## config.mk

```make
export PLATFORM = sky130hd
export DESIGN_NAME = itdt_div10
export DESIGN_NICKNAME = d
export VERILOG_FILES = /design/src/hdl/itdt_pkg.sv /design/src/hdl/itdt_div10.sv
export SDC_FILE = /design/constraint.sdc
export NUM_CORES = 1
export LEC_CHECK = 0
export ABC_CLOCK_PERIOD_IN_PS = 14800
export BUFFER_PORTS_ARGS = -buffer_cell sky130_fd_sc_hd__buf_2
export CAP_MARGIN = 15
export CORE_MARGIN = 4
export CORE_UTILIZATION = 43
export DETAILED_ROUTE_END_ITERATION = 12
export PLACE_DENSITY_LB_ADDON = 0.12
export SLEW_MARGIN = 20
export SYNTH_ARGS = -nofsm -noshare
export SYNTH_HDL_FRONTEND = slang
export SYNTH_SLANG_ARGS = --single-unit
```

## constraint.sdc

```tcl
create_clock -name aclk -period 14.8 [get_ports aclk]
set_input_delay 2.96 -clock aclk [delete_from_list [all_inputs] [get_ports aclk]]
set_output_delay 2.96 -clock aclk [all_outputs]
set_load 0.01 [all_outputs]
```

## src/hdl/itdt_pkg.sv

```systemverilog
// Shared types and constants for the integer to decimal text converter.
// No dependencies; used by every module of the block.
package itdt_pkg;

    localparam int MAX_CHARS_DEF = 16;

    localparam int VALUE_W = 33;
    localparam int MAG_W   = 32;
    localparam int CAP_W   = 5;
    localparam int CHAR_W  = 7;
    localparam int DIGIT_W = 4;
    localparam int MAXV_W  = 31;
    localparam int MINV_W  = 32;
    localparam int CFG_IDX_W  = 1;
    localparam int CFG_DATA_W = 32;
    localparam int S_TDATA_W  = 48;
    localparam int M_TDATA_W  = 8;

    localparam logic [CFG_IDX_W-1:0] REG_CLAMP_MAX = 1'b0;
    localparam logic [CFG_IDX_W-1:0] REG_CLAMP_MIN = 1'b1;

    localparam logic [MAXV_W-1:0] CLAMP_MAX_RST = 31'h7FFF_FFFF;
    localparam logic [MINV_W-1:0] CLAMP_MIN_RST = 32'h8000_0001;

    localparam logic [CHAR_W-1:0] CHAR_MINUS = 7'h2D;
    localparam logic [CHAR_W-1:0] CHAR_ZERO  = 7'h30;
    localparam logic [CHAR_W-1:0] CHAR_NUL   = 7'h00;

    localparam logic [0:0] OP_FREE  = 1'b0;
    localparam logic [0:0] OP_FIXED = 1'b1;

    // x / 10 == (x * RECIP_10) >> RECIP_SHIFT for every 32-bit x
    localparam int RADIX = 10;
    localparam logic [MAG_W-1:0] RECIP_10 = 32'hCCCC_CCCD;
    localparam int RECIP_SHIFT = 35;
    localparam int QUOT_W = 2 * MAG_W - RECIP_SHIFT;

    typedef struct packed {
        logic [MAXV_W-1:0] clamp_max;
        logic [MINV_W-1:0] clamp_min;
    } cfg_t;

endpackage

```

## src/hdl/itdt_div10.sv

```systemverilog
// Shared divide-by-ten unit: reciprocal multiply, then quotient and remainder.
// Depends on itdt_pkg. Result valid the cycle after start.
module itdt_div10 (
    input  logic                             aclk,
    input  logic                             start,
    input  logic [itdt_pkg::MAG_W-1:0]       x_in,
    output logic [itdt_pkg::MAG_W-1:0]       quot,
    output logic [itdt_pkg::DIGIT_W-1:0]     rem
);
    import itdt_pkg::*;

    logic [MAG_W-1:0]   x_reg;
    logic [2*MAG_W-1:0] prod_reg;
    logic [QUOT_W-1:0]  q;
    logic [MAG_W-1:0]   diff;

    always_ff @(posedge aclk) begin
        if (start) begin
            x_reg    <= x_in;
            prod_reg <= {{MAG_W{1'b0}}, x_in} * {{MAG_W{1'b0}}, RECIP_10};
        end
    end

    assign q    = prod_reg[2*MAG_W-1:RECIP_SHIFT];
    assign diff = x_reg - (MAG_W'(q) * MAG_W'(RADIX));
    assign quot = MAG_W'(q);
    assign rem  = diff[DIGIT_W-1:0];

endmodule

```

==> results.json <==
{
  "grt_pass1_wl_um": 84300,
  "finalMaxSlewViolations": 0,
  "synth_ff_type": "edfxtp_1",
  "path_clk_slew_ps": 50,
  "post_cts_buffers": 0,
  "rsz0062_at_grt": "no",
  "setup-violations-final": 0,
  "numCtsBuffers": 5,
  "largest_register_ff_count": 29,
  "cts_tree": "built",
  "via_per_inst": 5.18,
  "row_count": 75,
  "synth.yosys.warnings": 0,
  "cp-start-kind": "input pin",
  "postPlaceCellArea_um2": 19100,
  "die_area_um2": 46300,
  "vias": 12400,
  "nets": 2625,
  "syn_avg_cell_area_um2": 10.0,
  "grt_max_degree": 34,
  "ys_top_cells_by_area": "fa_1, ha_1, inv_1",
  "stdcell_count": 2398,
  "dp_hpwl_um": 50700,
  "synth_top_area_cell": "fa_1",
  "routed_wl_um": 55000,
  "ctsResizeCount": 0,
  "remaining_drc_errors": 0,
  "ys_seq_area_frac": 0.0537,
  "stdcell_area_um2": 19300,
  "setup_tns_ps": 0,
  "netlist_area_um2": 18500,
  "dr.pass1.iters": 5,
  "grt_antenna_before_repair": 0,
  "netlist.area_leader.share": 0.420,
  "fmax_ghz": 0.101,
  "fin_crit_sh": 0.666,
  "crit_path_max_fanout": 5,
  "post-route-min-period_ps": 9860,
  "hold_path.class": "in -> reg",
  "core_area_um2": 42200,
  "ioPinCount": 70,
  "cts.htree.levels": 2,
  "gp_congestion": 0.938,
  "hold_violations": 0,
  "end_kind": "flip-flop",
  "drive_above_1_share": 0.0468,
  "ant_nets": 0,
  "synth_edf_count": 33,
  "dieWidth_um": 215,
  "cts_hold_buf": 0,
  "start_util": 0.437,
  "synth_cells": 1843,
  "holdWs_ps": 3060,
  "cts_buffer_depth": 2,
  "overflow": 0,
  "path_class": "in -> reg",
  "slew_headroom": 0.481,
  "place_inst": 2390,
  "wl_per_cell_um": 22.9,
  "status": "finished clean",
  "ys_seq_elements": 33,
  "cap_violations": 0,
  "syn2layout_area_growth_pct": 4.52,
  "diodes": 0,
  "n_fill_cell": 4135,
  "grt_usage": 0.241,
  "synthDistinctLibCells": 61,
  "drt_iter0_markers": 667,
  "worstPathArrival_ps": 9870,
  "async_flop_share": 0,
  "die_y_um": 215,
  "cp.required_ps": 14810,
  "tightest_slew_ps": 778,
  "cts.sinks": 33,
  "hold_path_depth": 1,
  "grt_pass1_vias": 13800,
  "cts_root_buffer": "clkbuf_16",
  "io_buffer_count": 66
}
## path summary, 6_finish.rpt
kind                  from  slack [ps]      endpoint
setup / recovery  x_in[19]        4940  prod_reg[43]
hold / removal     x_in[1]        3060      x_reg[1]
## routing by layer
metal | track usage | wire length, µm | share of wire
met5 | 0 | 0 | 0
met4 | 0.0925 | 2770 | 0.050
met3 | 0.0232 | 1800 | 0.033
met2 | 0.424 | 27900 | 0.51
met1 | 0.307 | 22500 | 0.41
## Yosys cell counts (3+ instances only)
master	n
xnor2_1	34
o31ai_1	3
a21oi_1	69
a211o_1	4
nor2_1	37
nand4_1	19
o21ai_0	37
nor2b_1	4
and3_1	4
o211ai_1	8
a211oi_1	8
fa_1	387
edfxtp_1	33
o21bai_1	6
nand2_1	58
a221o_1	3
o221ai_1	3
nor3_1	12
nand2b_1	6
a21o_1	37
a221oi_1	4
xor2_1	44
a31oi_1	4
clkbuf_1	26
inv_1	547
o21a_1	3
and2_1	12
buf_4	33
nand3_1	12
ha_1	346
## critical path, cell delays in order
cell and delay [ps]:
buf_2 190, ha_1 500, inv_1 210, fa_1 570, inv_1 50, fa_1 490
inv_1 50, fa_1 500, inv_1 70, fa_1 550, fa_1 420, fa_1 490
inv_1 50, fa_1 470, inv_1 40, ha_1 360, nand4_2 170, nor3_1 290
nand3_1 170, a2111oi_2 450, nor2_1 170, o21ai_0 310, a31oi_1 150, xnor2_1 170
## layout by cell type (no fill, tap or decap), drive strengths merged, types with 4 or more instances in the layout
cell type and count:
buf 66, xor2 44, nand4 20, a221oi 5, nand3 12, inv 547, nand2 58, nand2b 6
xnor2 34, and3 4, a21o 37, fa 387, nor2 37, nor3 12, clkbuf 5, nor2b 4
o21ai 39, a211o 4, ha 346, o21bai 6, o211ai 9, a31oi 5, o221ai 4, a21oi 70
and2 12, a211oi 8, edfxtp 33
## layout make-up
| type | count | area, µm² | area share |
|---|---|---|---|
| Clock buffer | 5 | 125 | 0.00649 |
| Clock inverter | 3 | 46.3 | 0.00240 |
| Inverter | 547 | 2050 | 0.106 |
| Multi-Input combinational cell | 1205 | 15100 | 0.781 |
| Sequential cell | 33 | 991 | 0.0514 |
| Tap cell | 539 | 674 | 0.0350 |
| Timing Repair Buffer | 66 | 330 | 0.0171 |
## logic make-up after synthesis
group / share of synthesized area
AO/OA/AOI/OAI: 0.0762
XOR/XNOR: 0.0370
adder cells (fa/ha/maj): 0.654
buffers and inverters: 0.130
flip-flops: 0.0537
multiplexers: 0.000610
other: 0.000203
AND/OR/NAND/NOR: 0.0476
## stage by stage
step | utilization | setup slack, ps
2_1_floorplan | - | 5570
3_3_place_gp | 0.453 | 4610
3_5_place_dp | 0.453 | 4730
4_1_cts | 0.457 | 5010
5_1_grt | 0.457 | 4680
6_report | 0.457 | 4940
Power is not shown: default switching activity piles up to over one toggle a cycle in this logic, so the estimate is an artifact.
