===== src/hdl/itdt_pkg.sv =====
// Shared types and constants for the integer to decimal text converter.
// No dependencies; used by every module of the block.
package itdt_pkg;

    localparam int MAX_CHARS_DEF = 16;

    localparam int VALUE_W = 33;
    localparam int MAG_W   = 32;
    localparam int CAP_W   = 5;
    localparam int CHAR_W  = 7;
    localparam int DIGIT_W = 4;
    localparam int MAXV_W  = 31;
    localparam int MINV_W  = 32;
    localparam int CFG_IDX_W  = 1;
    localparam int CFG_DATA_W = 32;
    localparam int S_TDATA_W  = 48;
    localparam int M_TDATA_W  = 8;

    localparam logic [CFG_IDX_W-1:0] REG_CLAMP_MAX = 1'b0;
    localparam logic [CFG_IDX_W-1:0] REG_CLAMP_MIN = 1'b1;

    localparam logic [MAXV_W-1:0] CLAMP_MAX_RST = 31'h7FFF_FFFF;
    localparam logic [MINV_W-1:0] CLAMP_MIN_RST = 32'h8000_0001;

    localparam logic [CHAR_W-1:0] CHAR_MINUS = 7'h2D;
    localparam logic [CHAR_W-1:0] CHAR_ZERO  = 7'h30;
    localparam logic [CHAR_W-1:0] CHAR_NUL   = 7'h00;

    localparam logic [0:0] OP_FREE  = 1'b0;
    localparam logic [0:0] OP_FIXED = 1'b1;

    // x / 10 == (x * RECIP_10) >> RECIP_SHIFT for every 32-bit x
    localparam int RADIX = 10;
    localparam logic [MAG_W-1:0] RECIP_10 = 32'hCCCC_CCCD;
    localparam int RECIP_SHIFT = 35;
    localparam int QUOT_W = 2 * MAG_W - RECIP_SHIFT;

    typedef struct packed {
        logic [MAXV_W-1:0] clamp_max;
        logic [MINV_W-1:0] clamp_min;
    } cfg_t;

endpackage


===== src/hdl/itdt_cfg_regs.sv =====
// Configuration registers (clamp limits) of the decimal text converter.
// Depends on itdt_pkg.
module itdt_cfg_regs (
    input  logic                             aclk,
    input  logic                             aresetn,
    input  logic                             cfg_valid,
    output logic                             cfg_ready,
    input  logic [itdt_pkg::CFG_IDX_W-1:0]   cfg_index,
    input  logic [itdt_pkg::CFG_DATA_W-1:0]  cfg_data,
    output itdt_pkg::cfg_t                   cfg
);
    import itdt_pkg::*;

    cfg_t cfg_reg;

    assign cfg_ready = 1'b1;
    assign cfg       = cfg_reg;

    always_ff @(posedge aclk) begin
        if (!aresetn) begin
            cfg_reg.clamp_max <= CLAMP_MAX_RST;
            cfg_reg.clamp_min <= CLAMP_MIN_RST;
        end else if (cfg_valid && cfg_ready) begin
            unique case (cfg_index)
                REG_CLAMP_MAX: cfg_reg.clamp_max <= cfg_data[MAXV_W-1:0];
                REG_CLAMP_MIN: cfg_reg.clamp_min <= cfg_data[MINV_W-1:0];
                default: ;
            endcase
        end
    end

endmodule


===== config.mk =====
export PLATFORM = sky130hd
export DESIGN_NAME = itdt_cfg_regs
export DESIGN_NICKNAME = d
export VERILOG_FILES = /design/src/hdl/itdt_pkg.sv /design/src/hdl/itdt_cfg_regs.sv
export SDC_FILE = /design/constraint.sdc
export NUM_CORES = 1
export LEC_CHECK = 0
export ABC_AREA = 1
export BUFFER_PORTS_ARGS = -buffer_cell sky130_fd_sc_hd__buf_2
export CAP_MARGIN = 20
export CORE_ASPECT_RATIO = 1.75
export CORE_UTILIZATION = 47
export CTS_CLUSTER_DIAMETER = 40
export CTS_CLUSTER_SIZE = 24
export DETAILED_ROUTE_END_ITERATION = 8
export PLACE_DENSITY = 0.86
export REMOVE_ABC_BUFFERS = 1
export SYNTH_ARGS = -nofsm -noshare
export SYNTH_HDL_FRONTEND = slang
export SYNTH_SLANG_ARGS = --single-unit

===== constraint.sdc =====
create_clock -name aclk -period 1 [get_ports aclk]
set_input_delay 0.1 -clock aclk [delete_from_list [all_inputs] [get_ports aclk]]
set_output_delay 0.1 -clock aclk [all_outputs]
set_load 0.05 [all_outputs]

==> results.md, run 1 <==
- Reg-to-reg slack, setup: roughly 0.3 ns
- Final Slew Violations: 0
- RD Place Congestion: ~0.80
- Crit start category: flop
- Synth Register Bits: 63
- First-pass GRT wire length: 10,020 um
- Crit path time final: 0.9736 ns
- Synth async-reset ratio: 0
- Met2 routed WL: around 3400 um
- Synth unique cells: 13
- Synth area leaders: dfxtp_1 (52%), nand2_1 (14%), nand3_1 (13%)
- Worst Hold Class: input pin to flop
- Drt drc: 0
- Post-synth EDFFs: 0
- Syn-to-layout area delta: 42.26%
- Final setup fails: 0
- Sum of buffers and inverters on the critical path: 1
- Total Nets Final: 475
- Post-Syn Area per Cell: roughly 7.2 sq um
- Clock-pin slew on the worst setup and hold paths: around 0.06 ns
- Dpl hpwl: 4241 um
- Synth Area in XOR/XNOR: 0
- Largest area contributor in the netlist: dfxtp_1
- CTS tree: built
- Synth Area in Simple Gates: 0.3766
- Clk buf depth: 2
- Uppermost routed layer: met4
- Pwr Total: 0.006211 W
- Final Hold Viols: 0
- DIE WIDTH: 56.56 um
- Post-Synth Adder-Cell Area: 0
- Clk sinks: 63
- Core Area: 4977 sq um
- Metal-1 WL: 2438 um
- Hold depth: 3
- Drt pass-1 iters: 5
- Max-Cap Viols: 0
- Die Y: 97.49 um
- Compound-gate portion of the synthesized area: 0
- Most frequent cell after synthesis: nand2_1
- Pwr/cell area: between 1500 and 2000 nW/um^2
- # IOs: 100
- Ys flop type: dfxtp_1
- Placed cells: 480
- Setup WS pre-CTS: 0.1079 ns
- Reg2Reg Depth: 4
- Comb pwr share: 0.246
- Crit Path Max Fanout: 2
- H-tree depth: 3
- Critical-path top delay cell: dfxtp_1
- Worst IR drop on VDD: 0.001676 V
- Final hold slack: 0.008726 ns
- Sequential fraction of design power: 0.450
- Internal Power: 0.004200 W
- NetSw: 0.002010 W
- Number of port buffers: between 90 and 100
- Post-CTS Setup Bufs: 0
- Outcome: finished clean
- Vias per inst: 4.960
- Crit path kind: flop to primary output
- Syn Std Cell Area: 2449 sq um
- Finished Layout Cells: 496
- Critical path's top delay family: flip-flops
- Multiplexer share of the synthesized area: 0
- Share of layout cells above drive strength 1: 0.2941
- Clk_lat worst skew: roughly 0.33 ns
- Via Count: 2,460
- Rows: 34
- Crit path cell chain: buf_4
- WL final: 6375 um
- Combinational family with the most area after synthesis: simple AND/OR/NAND/NOR gates
- Setup crit end kind: primary output
- Levels on crit path: 1
- Clock share of power: 0.304
- Yosys top cell area share: 0.5151
- Fmax: approximately 1 GHz
- Delay of the slowest cell on the worst path: ~0.33 ns
- Gate Count Post-Synth: 340
- Sw Ratio: 0.3237
- All-layer global routing usage: 0.2358
- Die area: 5514 sq um
- Antenna-violating nets left: 0
- Post-synthesis sequential area ratio: 0.5151
- Initial DRC count: 61
- Avg WL per Cell: about 13 um
- Initial Util: 0.4920
- Antenna diodes: 0
- Largest net degree at the start of global routing: 34
- Largest register FFs: 63
- Initial antenna violation count: 0
- Crit path DAT: 0.87 ns
- Met3 WL: 295 um
- Top post-synthesis cells by count: nand2_1 (93), nand3_1 (66), dfxtp_1 (63), nor2_1 (60), inv_1 (30)
- Final WS setup: 0.02637 ns
- Leakage power total: 1.854 nW
- TritonCTS buffer count: 9
- Total gr overflow: 0
- Crit share post-route: 0.9736
- Vias in the first global route: around 2,300
- Root buffer cell: clkbuf_8
- CP Data Required Time: 0.90 ns
- Yosys Warn Count: 0
- Skew final: 0 ns
-- power groups by stage --
stage          combinational [W]  clock (W)  sequential (W)
3_3_place_gp             0.00133          0         0.00281
6_report                 0.00153    0.00189         0.00280
3_5_place_dp             0.00135          0         0.00282
5_1_grt                  0.00163    0.00204         0.00281
2_1_floorplan           0.000309          0         0.00341
4_1_cts                  0.00146    0.00192         0.00277
-- routing by layer --
layer / GRT usage / up-vias
li1: - / 1235
met4: 0.1595 / 0
met3: 0.05593 / 19
met5: 0 / -
met1: 0.2447 / 1119
met2: 0.4063 / 87
-- path summary, 6_finish.rpt --
kind,startpoint,to
setup / recovery,cfg[36]$_SDFFE_PN1P_,cfg[36]
hold reg to reg,cfg[52]$_SDFFE_PN1P_,cfg[52]$_SDFFE_PN1P_
setup reg to reg,cfg[25]$_SDFFE_PN0P_,cfg[25]$_SDFFE_PN0P_
hold / removal,cfg_data[2],cfg[2]$_SDFFE_PN0P_
-- repair_timing --
action,CTS,global route
hold buffers,2,0
endpoints found under the setup margin,63,39
resized for setup,64,43
hold endpoints to repair,2,0
-- cells in the final DEF (no fill, tap or decap) --
cell type / instances
inv_1: 30
dlygate4sd3_1: 2
clkbuf_8: 11
clkbuf_1: 2
nand3_1: 66
nor2_1: 60
dfxtp_2: 5
inv_2: 1
buf_2: 35
conb_1: 1
dfxtp_1: 58
buf_4: 33
clkinv_2: 1
nand2_4: 1
buf_12: 3
nand2_1: 93
nand2_2: 1
buf_6: 39
-- per-stage QoR --
stage	utilization	instance area [sq um]	TNS [ns]
after floorplan	-	2303	0
after global placement	0.6006	2989	0
after detailed placement	0.6006	2989	0
after CTS	0.6699	3334	0
after global routing	0.6998	3483	-0.02701
final	0.6998	3483	0
-- area by class of cell --
cell class / instances / area [sq um]
repair buffers: 112 / 942.2
flip-flops and latches: 63 / 1267
multi-input cells: 222 / 925.9
clock inverters: 1 / 5.005
clock buffers: 13 / 158.9
well taps: 54 / 67.56
inverters: 31 / 116.4
fillers: 410 / 1494
-- cell families after synthesis --
logic type    after synthesis
simple gates              221
buf+inv                    55
other cells                 1
flops                      63
(Power assumes the default switching activity.)
==> inputs of run 2 (changes only) <==
Settings changed: CELL_PAD_IN_SITES_DETAIL_PLACEMENT set to 0, CELL_PAD_IN_SITES_GLOBAL_PLACEMENT set to 1, CORE_UTILIZATION 47 to 33, PLACE_DENSITY 0.86 to 0.87.
==> results.md, run 2 (synthesis results as in run 1) <==
- Fillers: 734
- R2r endpoint: cfg[26]$_SDFFE_PN0P_
- Reg-to-reg slack, setup: ~0.36 ns
- Initial Util: 0.3409
- Crit path kind: flop to primary output
- Setup TNS: 0 ns
- Skew final: 0 ns
- Fmax: 1.019 GHz
- Hold depth: 3
- Initial DRC count: 123
- Largest register FFs: 63
- Total gr overflow: 0
- Core Area: 7182 sq um
- Final hold slack: 0.01856 ns
- Reg2Reg Depth: 4
- TritonCTS buffer count: 9
- Delay of the slowest cell on the worst path: 0.35 ns
- Drt pass-1 iters: 4
- # IOs: 100
- Number of port buffers: 98
- Clk_lat worst skew: between 0.3 and 0.4 ns
- Clk buf depth: 2
- RD Place Congestion: 0.7534
- Vias per inst: 4.560
- Setup crit end kind: primary output
- Max-Cap Viols: 0
- Worst IR drop on VDD: 0.0007910 V
- Largest net degree at the start of global routing: between 60 and 70
- Share of layout cells above drive strength 1: 0.2769
- Sum of buffers and inverters on the critical path: 1
- Worst Hold Class: input pin to flop
- Crit share post-route: 0.9809
- Crit path time final: approximately 0.98 ns
- Total Nets Final: 469
- Initial antenna violation count: 0
- Crit path cell chain: buf_4
- Crit path DAT: 0.88 ns
- Critical path's top delay family: flip-flops
- Dpl hpwl: 4463 um
- Clock-pin slew on the worst setup and hold paths: 0.05 ns
- Final Slew Violations: 0
- Die area: 7782 sq um
- Via Count: 2,385
- Final Hold Viols: 0
- Syn-to-layout area delta: 41.70%
- Drt drc: 0
- WL final: 6620 um
- Hold Path Sink: cfg[17]$_SDFFE_PN0P_
- Outcome: finished clean
- Die Y: 116.0 um
- First-pass GRT wire length: 10,180 um
- All-layer global routing usage: 0.1778
- Crit start category: flop
- H-tree depth: 3
- DIE WIDTH: 67.12 um
- Vias in the first global route: around 2,100
- Reg-to-reg startpoint: cfg[26]$_SDFFE_PN0P_
- Final setup fails: 0
- Pwr/cell area: 2055 nW/um^2
- Commonest non-fill, non-tap cell in the layout: nand2_1
- Rows: 41
- Clk sinks: 63
- RSZ-0062 raised after global routing: false
- CP Data Required Time: 0.90 ns
- Crit Path Max Fanout: 2
- CTS tree: built
- Levels on crit path: 1
- Antenna diodes: 0
- Area of the multi-input gates: about 900 sq um
- # hold bufs at CTS: 0
- Leakage power total: ~1.8 nW
- Root buffer cell: clkbuf_16
- Avg WL per Cell: 12.66 um
- Antenna-violating nets left: 0
- Storage element area: 1261 sq um
- Worst hold start: cfg_data[17]
- Most frequent cells in the layout: nand2_1 (93), nand3_1 (66), dfxtp_1 (63)
- Critical-path top delay cell: dfxtp_1
## run 2: cell types whose count changed in the layout (fill, tap and decap cells not counted), sizes merged
| cell | before | now |
|---|---|---|
| buf | 110 | 106 |
| clkbuf | 13 | 15 |
| clkinv | 1 | 0 |
| dlygate4sd3 | 2 | 0 |
## run 2: report_power, final
group,internal (W),switching (W)
Clock,0.00187,0.00102
Combinational,0.000444,0.00101
Sequential,0.00269,0.0000971
Total,0.00500,0.00213
## run 2: repair_timing
item	4_1_cts	5_1_grt
setup endpoints to repair	63	6
gates resized for setup	63	6
setup buffers	0	0
## run 2: through the flow
stage          utilization  power [W]  instance area (sq um)  worst slack, ns  std cells
3_5_place_dp        0.4193   0.004173                   3012           0.1296        508
4_1_cts             0.4800   0.007191                   3447         0.004015        523
6_report            0.4831   0.007131                   3470          0.01908        523
5_1_grt             0.4831   0.007423                   3470         0.001300        523
3_3_place_gp        0.4193   0.004154                   3012           0.1434        508
2_1_floorplan            -   0.003721                   2303         0.009637        316
## run 2: how the worst max path moves through the flow
stage	from	to	slack (ns)
floorplan	cfg_index	cfg[32]$_SDFFE_PN1P_	0.01
global placement	cfg_index	cfg[32]$_SDFFE_PN1P_	0.14
detailed placement	cfg_index	cfg[47]$_SDFFE_PN1P_	0.13
CTS	cfg[59]$_SDFFE_PN1P_	cfg[59]	0.004
global route	cfg[3]$_SDFFE_PN0P_	cfg[3]	0.001
finish	cfg[52]$_SDFFE_PN1P_	cfg[52]	0.02
## run 2: cell type report
class                           count  area share
Sequential cell                    63      0.3635
Inverter                           31     0.03354
Timing Repair Buffer              106      0.2250
Multi-Input combinational cell    222      0.2669
Tap cell                           86     0.03101
Clock buffer                       15     0.08006
## run 2: per-layer routing
metal	wire length, um	GRT usage	vias to the layer above
met1	2496	0.1908	1080
met2	3671	0.3107	67
met4	156	0.09929	0
met3	295	0.04035	13
met5	0	0	-
li1	-	-	1225
