## src/hdl/itdt_pkg.sv

```systemverilog
// Shared types and constants for the integer to decimal text converter.
// No dependencies; used by every module of the block.
package itdt_pkg;

    localparam int MAX_CHARS_DEF = 16;

    localparam int VALUE_W = 33;
    localparam int MAG_W   = 32;
    localparam int CAP_W   = 5;
    localparam int CHAR_W  = 7;
    localparam int DIGIT_W = 4;
    localparam int MAXV_W  = 31;
    localparam int MINV_W  = 32;
    localparam int CFG_IDX_W  = 1;
    localparam int CFG_DATA_W = 32;
    localparam int S_TDATA_W  = 48;
    localparam int M_TDATA_W  = 8;

    localparam logic [CFG_IDX_W-1:0] REG_CLAMP_MAX = 1'b0;
    localparam logic [CFG_IDX_W-1:0] REG_CLAMP_MIN = 1'b1;

    localparam logic [MAXV_W-1:0] CLAMP_MAX_RST = 31'h7FFF_FFFF;
    localparam logic [MINV_W-1:0] CLAMP_MIN_RST = 32'h8000_0001;

    localparam logic [CHAR_W-1:0] CHAR_MINUS = 7'h2D;
    localparam logic [CHAR_W-1:0] CHAR_ZERO  = 7'h30;
    localparam logic [CHAR_W-1:0] CHAR_NUL   = 7'h00;

    localparam logic [0:0] OP_FREE  = 1'b0;
    localparam logic [0:0] OP_FIXED = 1'b1;

    // x / 10 == (x * RECIP_10) >> RECIP_SHIFT for every 32-bit x
    localparam int RADIX = 10;
    localparam logic [MAG_W-1:0] RECIP_10 = 32'hCCCC_CCCD;
    localparam int RECIP_SHIFT = 35;
    localparam int QUOT_W = 2 * MAG_W - RECIP_SHIFT;

    typedef struct packed {
        logic [MAXV_W-1:0] clamp_max;
        logic [MINV_W-1:0] clamp_min;
    } cfg_t;

endpackage

```

## src/hdl/itdt_digit_buf.sv

```systemverilog
// Generic single-port-write RAM with registered read, used as the digit store.
// Depends on itdt_pkg for defaults; width and depth come from the instantiating module.
module itdt_digit_buf #(
    parameter int WIDTH = itdt_pkg::DIGIT_W,
    parameter int DEPTH = itdt_pkg::MAX_CHARS_DEF
) (
    input  logic                             aclk,
    input  logic                             wr_en,
    input  logic [$clog2(DEPTH)-1:0]         wr_addr,
    input  logic [WIDTH-1:0]                 wr_data,
    input  logic [$clog2(DEPTH)-1:0]         rd_addr,
    output logic [WIDTH-1:0]                 rd_data
);

    logic [WIDTH-1:0] mem_reg [DEPTH];
    logic [WIDTH-1:0] rd_data_reg;

    always_ff @(posedge aclk) begin
        if (wr_en) begin
            mem_reg[wr_addr] <= wr_data;
        end
        rd_data_reg <= mem_reg[rd_addr];
    end

    assign rd_data = rd_data_reg;

endmodule
```

## config.mk

```make
export PLATFORM = sky130hd
export DESIGN_NAME = itdt_digit_buf
export DESIGN_NICKNAME = d
export VERILOG_FILES = /design/src/hdl/itdt_pkg.sv /design/src/hdl/itdt_digit_buf.sv
export SDC_FILE = /design/constraint.sdc
export NUM_CORES = 1
export LEC_CHECK = 0
export BUFFER_PORTS_ARGS = -buffer_cell sky130_fd_sc_hd__buf_2
export CAP_MARGIN = 20
export CELL_PAD_IN_SITES_DETAIL_PLACEMENT = 0
export CELL_PAD_IN_SITES_GLOBAL_PLACEMENT = 1
export CORE_ASPECT_RATIO = 1.75
export CORE_MARGIN = 2
export CORE_UTILIZATION = 46
export DETAILED_ROUTE_END_ITERATION = 10
export PLACE_DENSITY_LB_ADDON = 0.1
export SYNTH_ARGS = -nofsm -noshare
export SYNTH_HDL_FRONTEND = slang
export SYNTH_SLANG_ARGS = --single-unit
```

## constraint.sdc

```tcl
create_clock -name aclk -period 1.9 [get_ports aclk]
set_input_delay 0.38 -clock aclk [delete_from_list [all_inputs] [get_ports aclk]]
set_output_delay 0.38 -clock aclk [all_outputs]
set_load 0.01 [all_outputs]
```

==> results.json, run 1 <==
{
  "drtAntennaViolNets": 0,
  "cp-end-kind": "flop",
  "vias": 1275,
  "layout.nets": 173,
  "critPathMaxFanout": 4,
  "clk_path_buf_depth": 2,
  "numCtsBuffers": 9,
  "tightestPinTransition_ps": 406,
  "ctsHtreeMaxLevel": 3,
  "drt-total-wl_microns": 4510,
  "dr.pass1.iters": 4,
  "ys_seq_area_share_pct": 75.1,
  "avgSynthCellArea_sq_um": 20.5,
  "design.portCount": 18,
  "drv_cap": 0,
  "clk_pin_slew_ps": 70,
  "cp.required_ps": 1890,
  "arrival_ps": 1360,
  "path_class": "input port to flop",
  "layout_common_cells": "edfxtp_1, buf_2, mux4_1, nor2_1",
  "cts.sinks": 68,
  "holdWs_ps": 368,
  "synth_warnings": 0,
  "cts_tree": "done",
  "hold_buffers": 0,
  "vias_per_cell": 5.31,
  "syn-num-nets": 144,
  "rows": 36,
  "tns_ps": 0,
  "largest_register_ffs": 64,
  "gr-total-overflow": 0,
  "status": "finished clean",
  "core_sq_um": 5590,
  "initial_core_util_pct": 47.7,
  "insertion_delay_ps": 340,
  "synth_top_cell_area_share_pct": 72.1,
  "power-per-cell-area_nw_per_um2": 963,
  "min_period_ps": 1370,
  "ir_drop_mv": 0.559,
  "cts_resized": 0,
  "dr.first_iter.drc_count": 34,
  "setup_viol": 0,
  "port_buffers": 17,
  "synth_cell_types": 17,
  "clock-root-buffer": "clkbuf_8",
  "p_leak_nw": 1.03,
  "synthCells": 130,
  "clock_skew_ps": 10.0,
  "setup.worst_path.start_class": "input port",
  "synth.area.top_cells": "edfxtp_1, mux4_1, dfxtp_1",
  "syn_to_final_growth_pct": 13.9,
  "wire_per_inst_microns": 18.8,
  "diodes": 0,
  "grt_pass1_wl_microns": 7130,
  "gp_congestion": 0.742,
  "final_max_slew_viol_count": 0,
  "synth_top_area_cell": "edfxtp_1",
  "antenna_found_initial": 0,
  "synth_seq_cells": 68,
  "hold_path.class": "input port to flop",
  "drc": 0,
  "grt_start_max_net_pins": 17,
  "cts_setup_buffers": 0,
  "rsz0062_at_grt": "false",
  "final_common_cell": "edfxtp_1",
  "track_usage_pct": 16.8,
  "slew_headroom_pct": 72.9,
  "dieHeight_microns": 105,
  "finalHoldViolCount": 0,
  "fmax_ghz": 0.729,
  "die_x_microns": 61.6,
  "layout-drive-gt1-share_pct": 22.6,
  "dieArea_sq_um": 6450,
  "syn_area_sq_um": 2670,
  "grt_pass1_vias": 1306,
  "fin_crit_sh_pct": 72.2,
  "dpl.hpwl_microns": 3180
}
critical path, cell delays in order:
cell,delay [ps]
buf_2,120
or3b_2,510
nor2_1,350
metrics by stage:
stage	area (sq um)	power (mW)	worst slack, ps	utilization, %	std cells
after global placement	2860	1.88	194	51.1	224
after detailed placement	2860	1.88	167	51.1	224
after CTS	3040	2.96	529	54.4	240
final	3040	2.93	528	54.4	240
after floorplan	2670	1.81	319	-	130
after global routing	3040	3.04	472	54.4	240
final timing paths:
path,start,end,slack (ps),cells past startpoint
worst max-delay path,wr_addr[2],mem_reg[3][1]$_DFFE_PP_,530,3
worst min-delay path,rd_addr[2],rd_data[0]$_DFF_P_,370,3
worst max register to register,mem_reg[0][0]$_DFFE_PP_,rd_data[0]$_DFF_P_,630,3
worst min register to register,mem_reg[11][3]$_DFFE_PP_,rd_data[3]$_DFF_P_,710,3
logic make-up (layout without fill, tap and decap cells):
kind of cell | count (synthesis) | in the layout | synth area share, %
AOI/OAI and AO/OA | 4 | 4 | 1.13
buffers and inverters | 4 | 38 | 1.50
DFF | 68 | 68 | 75.1
muxes | 16 | 16 | 15.5
and+or+nand+nor | 38 | 38 | 6.80
power by group:
group | leakage, nW | internal, mW | switching (mW) | total, mW
Clock | 0.0892 | 0.585 | 0.493 | 1.08
Combinational | 0.329 | 0.0702 | 0.0942 | 0.164
Sequential | 0.612 | 1.68 | 0.00744 | 1.68
cell type report:
cell class,count,area [sq um]
multi-input cells,58,624
well taps,76,95.1
fillers,499,2550
flip-flops and latches,68,2000
clock inverters,7,57.6
repair buffers,22,135
clock buffers,9,124
Yosys cell counts:
library cell   n
edfxtp_1      64
or3b_2         1
a22oi_1        4
mux4_1        14
dfxtp_1        4
nor2b_1        2
buf_2          1
nand2b_1       2
buf_12         1
nand3b_1       2
clkbuf_1       1
nor2_1        13
nand2_1        5
mux4_2         2
nand3_1        9
buf_6          1
nor3_1         4
routing by layer:
metal,vias up,wire length [microns],GRT usage [%]
met5,-,0,0
met4,0,85,7.29
met3,8,184,5.20
met2,32,2510,26.2
met1,633,1730,20.9
li1,602,-,-
(Power assumes the default switching activity.)
==> run 2: changes to the inputs <==
clock period = 1.2 ns   (was 1.9 ns; I/O delays follow)
==> run 2 against run 1 <==
Against the previous run:
- critical endpoint is now rd_data[0]$_DFF_P_
- largest power group unchanged
- sequential cell count unchanged
- sequential power increased by 59%
- the run now ends with negative setup slack left
- critical path depth unchanged
- critical path type is now flop to flop
==> results.json, run 2 (synthesis gave the netlist of run 1 again) <==
{
  "grt_start_max_net_pins": 17,
  "clk_pin_slew_ps": 70,
  "grt.met1_usage_pct": 20.0,
  "ir_drop_mv": 1.23,
  "status": "finished, violations left",
  "vias": 1342,
  "holdPathEnd": "rd_data[1]$_DFF_P_",
  "top_usage_layer": "met2",
  "violations": "negative setup slack",
  "layout_common_cells": "edfxtp_1, buf_4, buf_2, mux4_2, nor2_1",
  "hold_path.class": "input port to flop",
  "critPathMaxFanout": 1,
  "grtUsageMet2_pct": 27.4,
  "worstHoldStart": "rd_addr[2]",
  "syn_to_final_growth_pct": 21.5,
  "setup.worst_path.start_class": "flop",
  "grt_pass1_wl_microns": 7320,
  "dieArea_sq_um": 6450,
  "cts.sinks": 68,
  "layout.nets": 191,
  "ff2ff_path_depth": 3,
  "final_common_cell": "edfxtp_1",
  "finalHoldViolCount": 0,
  "design.portCount": 18,
  "crit_slowest_cell": "mux4_2",
  "dr.first_iter.drc_count": 53,
  "port_buffers": 17,
  "slew_headroom_pct": 70.9,
  "largest_register_ffs": 64,
  "drv_cap": 0,
  "wire_per_inst_microns": 18.6,
  "gp_congestion": 0.728,
  "grt_pass1_vias": 1405,
  "final.setup.worst_slack_ps": -33.0,
  "holdPathStages": 3,
  "min_period_ps": 1230,
  "path_class": "flop to flop",
  "numCtsBuffers": 9,
  "gr-total-overflow": 0,
  "p_leak_nw": 1.13,
  "r2r_start": "mem_reg[0][0]$_DFFE_PP_",
  "cpPeakStageDelay_ps": 490,
  "antenna_found_initial": 0,
  "cts_setup_buffers": 0,
  "hold_buffers": 0,
  "setup_viol": 4,
  "rr_endpoint": "rd_data[0]$_DFF_P_",
  "track_usage_pct": 17.1,
  "drtAntennaViolNets": 0,
  "arrival_ps": 1450,
  "initial_core_util_pct": 47.7,
  "core_sq_um": 5590,
  "path_cells": "mux4_2 -> a22oi_2 -> nand3_1",
  "dr.pass1.iters": 4,
  "drt-total-wl_microns": 4790,
  "ctsHtreeMaxLevel": 3,
  "rows": 36,
  "diodes": 0,
  "dieHeight_microns": 105,
  "dpl.hpwl_microns": 3460,
  "cp.required_ps": 1420,
  "tightestPinTransition_ps": 436,
  "fin_crit_sh_pct": 103,
  "reg2reg_slack_ps": -30,
  "finalPower_mw": 5.12,
  "layout-drive-gt1-share_pct": 39.0,
  "cts_tree": "done",
  "clk_path_buf_depth": 2,
  "final_max_slew_viol_count": 0,
  "drc": 0,
  "insertion_delay_ps": 330,
  "holdWs_ps": 226,
  "rsz0062_at_grt": "true",
  "die_x_microns": 61.6,
  "clock-root-buffer": "clkbuf_8",
  "met3_usage_pct": 4.46,
  "vias_per_cell": 5.20,
  "clock_skew_ps": 7.82,
  "power-per-cell-area_nw_per_um2": 1580,
  "cp-end-kind": "flop",
  "fmax_ghz": 0.811
}
run 2: area by class of cell:
class / instances / area (sq um)
Clock buffer: 10 / 128
Clock inverter: 6 / 103
Sequential cell: 68 / 2000
Tap cell: 76 / 95.1
Timing Repair Buffer: 40 / 283
Fill cell: 462 / 2340
Multi-Input combinational cell: 58 / 631
run 2: layer usage:
metal | wire [microns] | vias to the layer above
met5 | 0 | -
met4 | 121 | 0
met3 | 128 | 11
met2 | 2690 | 28
met1 | 1850 | 674
li1 | - | 629
run 2: stage by stage:
stage	utilization [%]	setup TNS (ps)	area, sq um	worst slack [ps]	cells
floorplan	-	-405	2700	-88.2	130
global route	58.0	-191	3240	-84.2	258
global placement	54.2	-6500	3030	-269	242
finish	58.0	-82.1	3240	-33.0	258
CTS	58.1	-169	3250	-48.1	258
detailed placement	54.2	-6960	3030	-319	242
run 2: worst max-delay path: cells and delay by family, from the launching register on:
family / cells / cell delay (ps)
AOI/OAI and AO/OA: 1 / 170
and+or+nand+nor: 1 / 80
DFF: 1 / 380
muxes: 1 / 490
run 2: worst max-delay path by stage:
stage,start,end
3_3_place_gp,rd_addr[0],rd_data[2]$_DFF_P_
2_1_floorplan,rd_addr[0],rd_data[1]$_DFF_P_
6_report,mem_reg[0][0]$_DFFE_PP_,rd_data[0]$_DFF_P_
3_5_place_dp,rd_addr[0],rd_data[1]$_DFF_P_
5_1_grt,mem_reg[0][0]$_DFFE_PP_,rd_data[0]$_DFF_P_
4_1_cts,mem_reg[0][0]$_DFFE_PP_,rd_data[0]$_DFF_P_
run 2: repair_timing:
action / CTS / global route
pin swaps: 6 / 3
endpoints found under the setup margin: 4 / 4
resized for setup: 7 / 4
run 2: report_power, final:
group | switching, mW | leakage [nW] | total (mW) | internal, mW
Clock | 0.773 | 0.115 | 2.14 | 1.36
Sequential | 0.0126 | 0.612 | 2.67 | 2.65
Combinational | 0.168 | 0.398 | 0.317 | 0.149
==> run 3: changes to the inputs <==
clock period = 1.1 ns   (was 1.2 ns; I/O delays follow)
==> run 3 against run 2 <==
Against the previous run:
- non-clock buffer count is 1 lower
- worst setup slack got worse by 120 ps
- combinational power rose by 7.3%
- critical path type unchanged
- cell count is 0.39% lower
- core utilization is 0.49 points lower
- the flow still finishes with violations (negative setup slack)
- maximum frequency is 1.9% lower
- routed wire length grew 1.2%
- global-route usage is 0.41 points higher
- die area unchanged
- sequential cell count is the same
- sequential power rose by 9.0%
==> results.json, run 3 (synthesis gave the netlist of run 1 again) <==
{
  "status": "finished, violations left",
  "violations": "negative setup slack",
  "setup.worst_path.start_class": "flop",
  "clock_power_share_pct": 36.5,
  "cp.required_ps": 1310,
  "track_usage_pct": 17.5,
  "reg2reg_slack_ps": -160,
  "drt-total-wl_microns": 4850,
  "switching_power_mw": 1.05,
  "clk_path_buf_depth": 2,
  "crit_cells": 3,
  "path_cells": "mux4_2 -> a22oi_2 -> nand3_1",
  "startpoint": "mem_reg[1][0]$_DFFE_PP_",
  "slew_headroom_pct": 72.1,
  "hold_path.class": "input port to flop",
  "hold_buffers": 0,
  "r2r_start": "mem_reg[1][0]$_DFFE_PP_",
  "crit_slowest_cell": "mux4_2",
  "path_class": "flop to flop",
  "ir_drop_mv": 1.30,
  "p_comb_share_pct": 6.6,
  "grt_start_max_net_pins": 17,
  "pwr-share-seq_pct": 56.8,
  "grt_pass1_vias": 1463,
  "clock-root-buffer": "clkbuf_8",
  "numCtsBuffers": 9,
  "setup_viol": 4,
  "rr_endpoint": "rd_data[0]$_DFF_P_",
  "arrival_ps": 1470,
  "switching_share_pct": 20.4,
  "critPathCapture": "rd_data[0]$_DFF_P_",
  "dieArea_sq_um": 6450,
  "cts_tree": "done",
  "core_sq_um": 5590,
  "fin_crit_sh_pct": 114,
  "dr.pass1.iters": 4,
  "cp_num_buf_inv": 0,
  "p_leak_nw": 1.10,
  "dr.first_iter.drc_count": 24,
  "vias_per_cell": 5.30,
  "layout.nets": 190,
  "critPathMaxFanout": 1,
  "power.internal_mw": 4.08,
  "cts_setup_buffers": 0,
  "drtAntennaViolNets": 0,
  "syn_to_final_growth_pct": 20.5,
  "layout-drive-gt1-share_pct": 39.2,
  "vias": 1362,
  "final_common_cell": "edfxtp_1",
  "drc": 0,
  "crit_family": "multiplexers",
  "clk_pin_slew_ps": 70,
  "rows": 36,
  "finalHoldViolCount": 0,
  "cts.sinks": 68,
  "initial_core_util_pct": 47.7,
  "min_period_ps": 1260,
  "diodes": 0,
  "final.setup.worst_slack_ps": -157,
  "tightestPinTransition_ps": 417,
  "grt_pass1_wl_microns": 7660,
  "clock_skew_ps": 6.78,
  "dpl_worst_slack_ps": -489,
  "antenna_found_initial": 0,
  "design.portCount": 18,
  "tns_ps": -580,
  "cpPeakStageDelay_ps": 480,
  "insertion_delay_ps": 330,
  "port_buffers": 17,
  "rsz0062_at_grt": "true",
  "fmax_ghz": 0.796,
  "ff2ff_path_depth": 3,
  "cp-end-kind": "flop",
  "wire_per_inst_microns": 18.9,
  "final_max_slew_viol_count": 0,
  "largest_register_ffs": 64,
  "gp_congestion": 0.723,
  "drv_cap": 0,
  "ctsHtreeMaxLevel": 3,
  "dpl.hpwl_microns": 3500,
  "gr-total-overflow": 0,
  "layout_common_cells": "edfxtp_1, buf_4, buf_2, nor2_1",
  "die_x_microns": 61.6,
  "dieHeight_microns": 105,
  "power-per-cell-area_nw_per_um2": 1590
}
[run 3: changes by cell type in the layout (fill, tap and decap cells not counted), moves of 2 or more]
cell       delta
bufinv_16     -2
mux4_1        +2
nor2_4        +3
mux4_2        -2
nor2_2        -3
nor3_2        +2
nor3_1        -2
[run 3: worst min path at each step]
stage	start	endpoint	slack [ps]	cells after the start
6_report	rd_addr[2]	rd_data[1]$_DFF_P_	230	3
4_1_cts	rd_addr[2]	rd_data[1]$_DFF_P_	220	3
5_1_grt	rd_addr[2]	rd_data[1]$_DFF_P_	240	3
2_1_floorplan	wr_data[0]	mem_reg[0][0]$_DFFE_PP_	320	0
3_3_place_gp	rd_addr[2]	rd_data[0]$_DFF_P_	570	3
3_5_place_dp	rd_addr[2]	rd_data[1]$_DFF_P_	570	3
[run 3: what timing repair did]
item,CTS,global route
pin swaps,5,0
endpoints found under the setup margin,4,4
resized for setup,10,1
[run 3: power by group through the flow]
| stage | Clock [mW] | Combinational (mW) | Sequential [mW] |
|---|---|---|---|
| 3_3_place_gp | 0 | 0.321 | 2.96 |
| 5_1_grt | 2.04 | 0.373 | 2.91 |
| 4_1_cts | 1.91 | 0.346 | 2.91 |
| 6_report | 1.87 | 0.340 | 2.91 |
| 3_5_place_dp | 0 | 0.331 | 2.97 |
| 2_1_floorplan | 0 | 0.166 | 2.97 |
[run 3: final cells by class]
type,count,area (sq um)
Clock buffer,10,128
Clock inverter,6,55.1
Fill cell,468,2370
Multi-Input combinational cell,58,668
Sequential cell,68,2000
Tap cell,76,95.1
Timing Repair Buffer,39,265
[run 3: worst register-to-register path: cells and delay by family, from the launching register on]
kind / cells / cell delay [ps]
AO/OA/AOI/OAI: 1 / 200
flip-flops: 1 / 380
multiplexers: 1 / 480
AND/OR/NAND/NOR: 1 / 90
[run 3: routing by layer]
metal	vias up	GRT usage, %	routed length (microns)
li1	629	-	-
met1	694	20.2	1870
met2	29	29.3	2710
met3	10	4.46	148
met4	0	7.60	118
met5	-	0	0
[run 3: stage by stage]
step | cell area (sq um) | hold WS, ps | total power [mW] | util (%) | std cells
after global placement | 3030 | 568 | 3.29 | 54.3 | 241
after detailed placement | 3030 | 573 | 3.30 | 54.3 | 241
after global routing | 3210 | 241 | 5.33 | 57.5 | 257
after CTS | 3220 | 222 | 5.16 | 57.6 | 257
final | 3210 | 231 | 5.12 | 57.5 | 257
after floorplan | 2720 | 319 | 3.14 | - | 130
